File: config.mk
export PLATFORM = sky130hd
export DESIGN_NAME = websocket_frame_deframer_core_flat
export DESIGN_NICKNAME = d
export VERILOG_FILES = /design/src/rtl/wsd_pkg.sv /design/src/rtl/wsd_if.sv /design/src/rtl/websocket_frame_deframer_core.sv /design/src/rtl/wsd_front.sv /design/src/rtl/wsd_queue.sv /design/src/flat_wrapper.sv
export SDC_FILE = /design/constraint.sdc
export NUM_CORES = 1
export LEC_CHECK = 0
export BUFFER_PORTS_ARGS = -buffer_cell sky130_fd_sc_hd__clkbuf_2
export CAP_MARGIN = 30
export CORE_UTILIZATION = 40
export DETAILED_ROUTE_END_ITERATION = 8
export SYNTH_ARGS = -nofsm -noshare
export SYNTH_HDL_FRONTEND = slang
export SYNTH_SLANG_ARGS = --single-unit
File: constraint.sdc
create_clock -name clk_i -period 5.4 [get_ports clk_i]
set_clock_uncertainty 0.2 [all_clocks]
set_input_delay 1.08 -clock clk_i [delete_from_list [all_inputs] [get_ports clk_i]]
set_output_delay 1.08 -clock clk_i [all_outputs]
set_load 0.01 [all_outputs]
File: src/rtl/wsd_pkg.sv
package wsd_pkg;

  // Parse phases of the frame header and payload
  typedef enum logic [2:0] {
    PH_HDR0  = 3'd0,
    PH_HDR1  = 3'd1,
    PH_EXT16 = 3'd2,
    PH_EXT64 = 3'd3,
    PH_KEY   = 3'd4,
    PH_DATA  = 3'd5
  } phase_e;

  localparam int unsigned QueueDepth = 2;

  localparam logic [6:0] LenCode16  = 7'd126;
  localparam logic [6:0] LenCode64  = 7'd127;
  localparam logic [2:0] Ext16Bytes = 3'd2;
  localparam logic [2:0] Ext64Bytes = 3'd0;  // eight bytes, count wraps to zero
  localparam logic [2:0] KeyBytes   = 3'd4;

  // One payload result as it travels from parser to output queue
  typedef struct packed {
    logic [7:0] payload_byte;
    logic       last_of_payload;
    logic [3:0] frame_opcode;
    logic       final_fragment;
  } result_t;

endpackage

File: src/rtl/wsd_if.sv
interface wsd_in_if;
  logic       valid;
  logic       ready;
  logic [7:0] in_byte;

  modport source (output valid, output in_byte, input ready);
  modport sink   (input valid, input in_byte, output ready);
endinterface

interface wsd_out_if;
  logic       valid;
  logic       ready;
  logic [7:0] payload_byte;
  logic       last_of_payload;
  logic [3:0] frame_opcode;
  logic       final_fragment;

  modport source (output valid, output payload_byte, output last_of_payload,
                  output frame_opcode, output final_fragment, input ready);
  modport sink   (input valid, input payload_byte, input last_of_payload,
                  input frame_opcode, input final_fragment, output ready);
endinterface

File: src/rtl/websocket_frame_deframer_core.sv
// WebSocket (RFC 6455) frame deframer. Takes the raw frame stream one byte per
// transfer on in_i and returns one transfer on out_o for every payload byte,
// unmasked with the frame's key when the mask bit is set, tagged with the
// frame's opcode and FIN bit and flagged on the last byte of the frame. Header,
// extended-length and key bytes give no output, nor does a zero-length frame.
// Frames may follow one another with no gap. Throughput is one byte per clock:
// the parser takes a byte every cycle while the output queue (QueueDepth
// entries, default 2) has room, and each payload byte is registered in the
// queue and reaches out_o once the results ahead of it have been taken. Ready
// on in_i drops only when the queue is full, so a stalled consumer holds the
// parser back after QueueDepth results. Reserved bits are ignored and opcodes
// are passed through unchecked; all 64 bits of a 64-bit length are honoured.
module websocket_frame_deframer_core #(
  parameter int unsigned QueueDepth = wsd_pkg::QueueDepth
) (
  input  logic      clk_i,
  input  logic      rst_ni,
  wsd_in_if.sink    in_i,
  wsd_out_if.source out_o
);

  logic             push;
  logic             q_ready;
  wsd_pkg::result_t push_data;
  wsd_pkg::result_t pop_data;

  assign in_i.ready = q_ready;

  // Parser: classifies each byte and unmasks payload bytes
  wsd_front u_front (
    .clk_i       (clk_i),
    .rst_ni      (rst_ni),
    .in_valid_i  (in_i.valid),
    .in_byte_i   (in_i.in_byte),
    .in_ready_i  (q_ready),
    .push_o      (push),
    .push_data_o (push_data)
  );

  // Output queue: decouples parser from the consumer
  wsd_queue #(
    .Depth (QueueDepth)
  ) u_queue (
    .clk_i       (clk_i),
    .rst_ni      (rst_ni),
    .ready_o     (q_ready),
    .push_i      (push),
    .push_data_i (push_data),
    .valid_o     (out_o.valid),
    .pop_ready_i (out_o.ready),
    .pop_data_o  (pop_data)
  );

  assign out_o.payload_byte    = pop_data.payload_byte;
  assign out_o.last_of_payload = pop_data.last_of_payload;
  assign out_o.frame_opcode    = pop_data.frame_opcode;
  assign out_o.final_fragment  = pop_data.final_fragment;

endmodule

File: src/rtl/wsd_front.sv
module wsd_front (
  input  logic              clk_i,
  input  logic              rst_ni,
  input  logic              in_valid_i,
  input  logic [7:0]        in_byte_i,
  input  logic              in_ready_i,
  output logic              push_o,
  output wsd_pkg::result_t  push_data_o
);

  wsd_pkg::phase_e phase_q, phase_d;
  logic [2:0]  hdr_cnt_q, hdr_cnt_d;
  logic [3:0]  opcode_q, opcode_d;
  logic        fin_q, fin_d;
  logic        masked_q, masked_d;
  logic [63:0] remaining_q, remaining_d;
  logic [31:0] key_q, key_d;
  logic [1:0]  key_pos_q, key_pos_d;

  logic        fire;
  logic [6:0]  len_code;
  logic [2:0]  hdr_cnt_inc;
  logic [2:0]  ext_need;
  logic        ext_done;
  logic        key_done;
  logic        data_last;
  logic [7:0]  key_byte;
  wsd_pkg::phase_e after_len;

  assign fire        = in_valid_i && in_ready_i;
  assign len_code    = in_byte_i[6:0];
  assign hdr_cnt_inc = hdr_cnt_q + 3'd1;
  assign ext_need    = (phase_q == wsd_pkg::PH_EXT16) ? wsd_pkg::Ext16Bytes
                                                      : wsd_pkg::Ext64Bytes;
  assign ext_done    = (hdr_cnt_inc == ext_need);
  assign key_done    = (hdr_cnt_inc == wsd_pkg::KeyBytes);
  assign data_last   = (remaining_q == 64'd1);

  // key byte 0 sits in the top byte of the key
  always_comb begin
    case (key_pos_q)
      2'd0:    key_byte = key_q[31:24];
      2'd1:    key_byte = key_q[23:16];
      2'd2:    key_byte = key_q[15:8];
      default: key_byte = key_q[7:0];
    endcase
  end

  // where to go once the length is known; remaining_d holds the length
  always_comb begin
    if (masked_d) begin
      after_len = wsd_pkg::PH_KEY;
    end else if (remaining_d != 64'd0) begin
      after_len = wsd_pkg::PH_DATA;
    end else begin
      after_len = wsd_pkg::PH_HDR0;
    end
  end

  // next phase
  always_comb begin
    phase_d = phase_q;
    if (fire) begin
      case (phase_q)
        wsd_pkg::PH_HDR0: phase_d = wsd_pkg::PH_HDR1;
        wsd_pkg::PH_HDR1: begin
          if (len_code == wsd_pkg::LenCode16) begin
            phase_d = wsd_pkg::PH_EXT16;
          end else if (len_code == wsd_pkg::LenCode64) begin
            phase_d = wsd_pkg::PH_EXT64;
          end else begin
            phase_d = after_len;
          end
        end
        wsd_pkg::PH_EXT16, wsd_pkg::PH_EXT64: begin
          if (ext_done) begin
            phase_d = after_len;
          end
        end
        wsd_pkg::PH_KEY: begin
          if (key_done) begin
            phase_d = (remaining_q != 64'd0) ? wsd_pkg::PH_DATA : wsd_pkg::PH_HDR0;
          end
        end
        wsd_pkg::PH_DATA: begin
          if (data_last) begin
            phase_d = wsd_pkg::PH_HDR0;
          end
        end
        default: phase_d = wsd_pkg::PH_HDR0;
      endcase
    end
  end

  // datapath and result
  always_comb begin
    hdr_cnt_d   = hdr_cnt_q;
    opcode_d    = opcode_q;
    fin_d       = fin_q;
    masked_d    = masked_q;
    remaining_d = remaining_q;
    key_d       = key_q;
    key_pos_d   = key_pos_q;
    push_o      = 1'b0;
    push_data_o.payload_byte    = masked_q ? (in_byte_i ^ key_byte) : in_byte_i;
    push_data_o.last_of_payload = data_last;
    push_data_o.frame_opcode    = opcode_q;
    push_data_o.final_fragment  = fin_q;
    if (fire) begin
      case (phase_q)
        wsd_pkg::PH_HDR0: begin
          opcode_d = in_byte_i[3:0];
          fin_d    = in_byte_i[7];
        end
        wsd_pkg::PH_HDR1: begin
          masked_d  = in_byte_i[7];
          hdr_cnt_d = 3'd0;
          if ((len_code == wsd_pkg::LenCode16) || (len_code == wsd_pkg::LenCode64)) begin
            remaining_d = 64'd0;
          end else begin
            remaining_d = {57'd0, len_code};
            key_pos_d   = 2'd0;
          end
        end
        wsd_pkg::PH_EXT16, wsd_pkg::PH_EXT64: begin
          remaining_d = {remaining_q[55:0], in_byte_i};
          hdr_cnt_d   = hdr_cnt_inc;
          if (ext_done) begin
            hdr_cnt_d = 3'd0;
            key_pos_d = 2'd0;
          end
        end
        wsd_pkg::PH_KEY: begin
          key_d     = {key_q[23:0], in_byte_i};
          hdr_cnt_d = hdr_cnt_inc;
          if (key_done) begin
            hdr_cnt_d = 3'd0;
            key_pos_d = 2'd0;
          end
        end
        wsd_pkg::PH_DATA: begin
          push_o      = 1'b1;
          remaining_d = remaining_q - 64'd1;
          key_pos_d   = data_last ? 2'd0 : key_pos_q + 2'd1;
        end
        default: ;
      endcase
    end
  end

  always_ff @(posedge clk_i or negedge rst_ni) begin
    if (!rst_ni) begin
      phase_q     <= wsd_pkg::PH_HDR0;
      hdr_cnt_q   <= 3'd0;
      opcode_q    <= 4'd0;
      fin_q       <= 1'b0;
      masked_q    <= 1'b0;
      remaining_q <= 64'd0;
      key_q       <= 32'd0;
      key_pos_q   <= 2'd0;
    end else begin
      phase_q     <= phase_d;
      hdr_cnt_q   <= hdr_cnt_d;
      opcode_q    <= opcode_d;
      fin_q       <= fin_d;
      masked_q    <= masked_d;
      remaining_q <= remaining_d;
      key_q       <= key_d;
      key_pos_q   <= key_pos_d;
    end
  end

  a_data_nonzero: assert property (@(posedge clk_i) disable iff (!rst_ni)
    (phase_q == wsd_pkg::PH_DATA) |-> (remaining_q != 64'd0))
    else $error("data phase with no payload left");

  a_key_needs_mask: assert property (@(posedge clk_i) disable iff (!rst_ni)
    (phase_q == wsd_pkg::PH_KEY) |-> masked_q)
    else $error("key phase in unmasked frame");

  a_last_returns: assert property (@(posedge clk_i) disable iff (!rst_ni)
    (push_o && push_data_o.last_of_payload) |=> (phase_q == wsd_pkg::PH_HDR0))
    else $error("parser did not return to header after last byte");

endmodule

File: src/rtl/wsd_queue.sv
module wsd_queue #(
  parameter int unsigned Depth = wsd_pkg::QueueDepth
) (
  input  logic              clk_i,
  input  logic              rst_ni,
  output logic              ready_o,
  input  logic              push_i,
  input  wsd_pkg::result_t  push_data_i,
  output logic              valid_o,
  input  logic              pop_ready_i,
  output wsd_pkg::result_t  pop_data_o
);

  localparam int unsigned PtrW = $clog2(Depth);
  localparam int unsigned CntW = $clog2(Depth + 1);

  wsd_pkg::result_t mem_q [Depth];
  logic [PtrW-1:0] wr_ptr_q, wr_ptr_d, rd_ptr_q, rd_ptr_d;
  logic [CntW-1:0] count_q, count_d;
  logic pop;

  assign ready_o    = (count_q < CntW'(Depth));
  assign valid_o    = (count_q != '0);
  assign pop        = valid_o && pop_ready_i;
  assign pop_data_o = mem_q[rd_ptr_q];

  always_comb begin
    wr_ptr_d = wr_ptr_q;
    rd_ptr_d = rd_ptr_q;
    count_d  = count_q;
    if (push_i) begin
      wr_ptr_d = (wr_ptr_q == PtrW'(Depth - 1)) ? '0 : wr_ptr_q + 1'b1;
    end
    if (pop) begin
      rd_ptr_d = (rd_ptr_q == PtrW'(Depth - 1)) ? '0 : rd_ptr_q + 1'b1;
    end
    if (push_i && !pop) begin
      count_d = count_q + 1'b1;
    end else if (pop && !push_i) begin
      count_d = count_q - 1'b1;
    end
  end

  always_ff @(posedge clk_i) begin
    if (push_i) begin
      mem_q[wr_ptr_q] <= push_data_i;
    end
  end

  always_ff @(posedge clk_i or negedge rst_ni) begin
    if (!rst_ni) begin
      wr_ptr_q <= '0;
      rd_ptr_q <= '0;
      count_q  <= '0;
    end else begin
      wr_ptr_q <= wr_ptr_d;
      rd_ptr_q <= rd_ptr_d;
      count_q  <= count_d;
    end
  end

  a_no_overflow: assert property (@(posedge clk_i) disable iff (!rst_ni)
    push_i |-> (count_q < CntW'(Depth)) || pop)
    else $error("write into full queue");

  a_count_up: assert property (@(posedge clk_i) disable iff (!rst_ni)
    (push_i && !pop) |=> (count_q == $past(count_q) + 1'b1))
    else $error("queue count lost a write");

  a_count_down: assert property (@(posedge clk_i) disable iff (!rst_ni)
    (pop && !push_i) |=> (count_q == $past(count_q) - 1'b1))
    else $error("queue count lost a read");

endmodule
File: src/flat_wrapper.sv
// flat-port wrapper written by rule: the top's interface ports become plain ports
module websocket_frame_deframer_core_flat 
#(
  parameter int unsigned QueueDepth = wsd_pkg::QueueDepth
)
  (clk_i, rst_ni, in_i_valid, in_i_in_byte, in_i_ready, out_o_valid, out_o_payload_byte, out_o_last_of_payload, out_o_frame_opcode, out_o_final_fragment, out_o_ready);
  wsd_in_if in_i_i ();
  wsd_out_if out_o_i ();
  input  logic clk_i;
  input  logic rst_ni;
  input wire logic [$bits(in_i_i.valid)-1:0] in_i_valid;
  input wire logic [$bits(in_i_i.in_byte)-1:0] in_i_in_byte;
  output wire logic [$bits(in_i_i.ready)-1:0] in_i_ready;
  output wire logic [$bits(out_o_i.valid)-1:0] out_o_valid;
  output wire logic [$bits(out_o_i.payload_byte)-1:0] out_o_payload_byte;
  output wire logic [$bits(out_o_i.last_of_payload)-1:0] out_o_last_of_payload;
  output wire logic [$bits(out_o_i.frame_opcode)-1:0] out_o_frame_opcode;
  output wire logic [$bits(out_o_i.final_fragment)-1:0] out_o_final_fragment;
  input wire logic [$bits(out_o_i.ready)-1:0] out_o_ready;
  assign in_i_i.valid = in_i_valid;
  assign in_i_i.in_byte = in_i_in_byte;
  assign in_i_ready = in_i_i.ready;
  assign out_o_valid = out_o_i.valid;
  assign out_o_payload_byte = out_o_i.payload_byte;
  assign out_o_last_of_payload = out_o_i.last_of_payload;
  assign out_o_frame_opcode = out_o_i.frame_opcode;
  assign out_o_final_fragment = out_o_i.final_fragment;
  assign out_o_i.ready = out_o_ready;
  websocket_frame_deframer_core #(.QueueDepth(QueueDepth)) u_core (.clk_i(clk_i), .rst_ni(rst_ni), .in_i(in_i_i), .out_o(out_o_i));
endmodule
==> summary.txt <==
Drt
  • WL/cell: 21.3 um
  • ANT nets after route: 0
  • Detailed-route via count: 7177
  • TritonRoute pass-1 iters: 6
  • # DRC: 0
  • Via density: 6.30
  • Drt initial violations: 851
  • Drt total wl: 24300 um

Worst setup path
  • Setup CP Type: reg2reg
  • Crit path required time: 5.50 ns
  • Critical path peak fanout: 12
  • CP most frequent cell: or4_1
  • Worst path cell trace: or4_1, or3_1, buf_4, or4_1, or4_1, a32o_2, or4_4, nor4_2, nand3_1, nor3_2, a21oi_1
  • CP endpoint kind: flip-flop
  • Critical Path Source Type: flip-flop
  • Crit path DAT: 4.88 ns
  • Slowest CP cell: or4_1
  • Largest stage delay, worst path: 0.72 ns

Die
  • Core area: 0.0197 sq mm
  • Initial core utilization: 41.4%
  • Die area: 0.0210 sq mm
  • Die H: 145 um
  • Io pins: 28
  • FP Rows: 51
  • Width of the die: 145 um

Place
  • Final HPWL DP: 16800 um
  • Placed instance count: 1108
  • IO Port Bufs: 27
  • Pre-CTS setup slack: 0.645 ns
  • Routability Congestion: 0.903

Clocking
  • Post-CTS sizing: 0
  • Reg clk slew, reported paths: 0.06 ns
  • CTS tree: built
  • Clock Latency Late Sink: 0.43 ns
  • CTS Root Cell: clkbuf_16
  • Clock sink count: 142
  • Worst-case clock buffer depth: 2
  • H-tree depth: 4
  • # Post-CTS Setup Buffers: 0
  • CTS buffer count: 17
  • Hold buffers post-CTS: 0

Final layout
  • Filler cell count: 1848
  • Layout cells sized above 1: 17.4%
  • Most common cell after layout, fill and taps aside: dfrtp_1
  • Area Growth Syn to Fin: 12.7%
  • Fin nets: 884
  • Finished Layout Cells: 1140
  • Area of the multi-input gates: 0.00421 sq mm
  • Register area: 0.00369 sq mm
  • Antenna Cells: 0
  • Commonest non-fill, non-tap cells in the layout: dfrtp_1 (114), nand2_1 (95), nor2_1 (66)

Timing
  • Endpoints failing setup: 0
  • TNS Setup: 0 ns
  • Slew @ Worst Pin: 0.841 ns
  • Final Slew Violations: 0
  • Setup slack after layout: 0.621 ns
  • RSZ-0062 raised after global routing: no
  • Max Freq: 0.209 GHz
  • Min Tclk post-route: 4.78 ns
  • Normalized max-slew margin: 43.5%
  • Tcrit/Tclk final: 88.5%
  • Final Hold Vio Count: 0

Synth
  • Synth Area in XOR/XNOR: 1.72%
  • Post-synth net total: 876
  • Synth warn: 0
  • Simple-Gate Fraction of Synth Area: 23.4%
  • Area fraction in compound gates after synthesis: 17.1%
  • Synthesized flop and latch total: 142
  • Post-synth top area share: 35.0%
  • Post-synthesis mux area share: 7.82%
  • Post-Synth Adder-Cell Area: 1.53%
  • Main combinational cell family by area after synthesis: simple AND/OR/NAND/NOR gates
  • Synth cell types: 70
  • Syn avg cell area: 9.55 sq um
  • Synth area leaders: dfrtp_1 (35%), edfxtp_1 (10%), mux2_2 (7.5%), nand2_1 (4.4%), nor2_1 (3.0%)
  • Number of synthesized flops with an enable pin: 28
  • Synth Flop Type: dfrtp_1
  • Post-synthesis sequential area ratio: 45.3%
  • FFs w/ async S/R, synth: 80.3%
  • Area leader, netlist: dfrtp_1
  • Synth Instances: 854
  • Synth Cell Area: 0.00816 sq mm

GRT
  • First-pass GRT wire length: 38400 um
  • GRT Util Overall: 24.4%
  • Met1 usage: 35.9%
  • Pin count of the biggest net entering global routing: 46
  • Busiest grt layer: met1
  • M3 GR Usage: 4.90%
  • Vias in the first global route: 6595
  • Met2 Resource Use GR: 35.7%
  • GR Overflow Total: 0
  • Initial antenna violation count: 0

Job
  • Maxcap violations: 0

Power
  • Power Dens Cells: 493 mW/mm^2
  • Peak supply drop: 0.190 mV
  • Final Power: 4530 uW
  • P_leak: 0.00373 uW

Run status
  • Status: finished clean

Hold path
  • Hold Path Class: reg2reg
-- where the power goes --
group / total, uW / internal [uW] / switching [uW]
clock: 1230 / 708 / 527
sequential: 1680 / 1370 / 313
combinational: 1610 / 647 / 965
-- synthesized netlist by cell type, types with 15 or more instances --
cell and number:
nand3_1 23, nor3_1 40, nand4_1 15, clkbuf_1 53
edfxtp_1 28, a21oi_1 30, mux2_2 54, nor4_1 27
or3_1 15, or4_1 20, nand2_1 95, nor2_1 66
o311ai_0 17, dfrtp_1 114, o21ai_0 49
-- registers in the layout, summed over array words and instances, names as in the netlist --
signal                      count
u_core.u_queue.mem_q           28
u_core.u_queue.rd_ptr_q         1
u_core.u_front.remaining_q     64
u_core.u_front.hdr_cnt_q        3
u_core.u_front.phase_q          3
u_core.u_queue.wr_ptr_q         1
u_core.u_front.key_q           32
u_core.u_front.key_pos_q        2
u_core.u_front.fin_q            1
u_core.u_front.masked_q         1
u_core.u_front.opcode_q         4
u_core.u_queue.count_q          2
-- layer usage --
metal  vias to the layer above  part of all wire (%)
met5                         -                     0
met3                        33                   7.6
li1                       3290                     -
met2                       321                    44
met4                         0                   1.6
met1                      3533                    47
-- final cells by class --
cell class / count / area share [%]
Inverter: 9 / 0.368
Sequential cell: 142 / 40.2
Tap cell: 265 / 3.61
Clock buffer: 17 / 4.63
Timing Repair Buffer: 49 / 3.29
Multi-Input combinational cell: 643 / 45.8
Clock inverter: 15 / 2.10
-- final timing paths --
check	endpoint	slack, ns	from	cells past startpoint
hold reg to reg	u_core.u_queue.mem_q[0][3]$_DFFE_PP_	0.28	u_core.u_front.opcode_q[2]$_DFFE_PN0P_	0
min in group asynchronous	u_core.u_front.remaining_q[41]$_DFF_PN0_	0.44	rst_ni	1
max in group asynchronous	u_core.u_front.key_q[26]$_DFFE_PN0P_	3.57	rst_ni	2
hold / removal	u_core.u_queue.mem_q[0][3]$_DFFE_PP_	0.28	u_core.u_front.opcode_q[2]$_DFFE_PN0P_	0
setup / recovery	u_core.u_front.phase_q[2]$_DFFE_PN0P_	0.62	u_core.u_front.remaining_q[11]$_DFF_PN0_	11
setup reg to reg	u_core.u_front.phase_q[2]$_DFFE_PN0P_	0.62	u_core.u_front.remaining_q[11]$_DFF_PN0_	11
-- kinds of logic after synthesis --
logic type,Yosys count
AO/OA/AOI/OAI,197
XOR/XNOR,16
adder cells (fa/ha/maj),10
buffers and inverters,69
flip-flops,142
multiplexers,57
AND/OR/NAND/NOR,363
-- per-stage QoR --
stage	cell area (sq um)	hold slack, ns	utilization, %
finish	9190	0.279	46.6
CTS	9190	0.273	46.6
floorplan	8160	0.237	-
global placement	8570	0.248	43.5
global route	9190	0.285	46.6
detailed placement	8570	0.253	43.5
-- critical path, delay by kind of cell (launching register included) --
| family | cells | cell delay [ns] |
|---|---|---|
| compound gates | 2 | 0.38 |
| buf+inv | 1 | 0.18 |
| flops | 1 | 0.46 |
| simple gates | 8 | 3.44 |
Note: power is estimated with default switching activity, not from simulation.
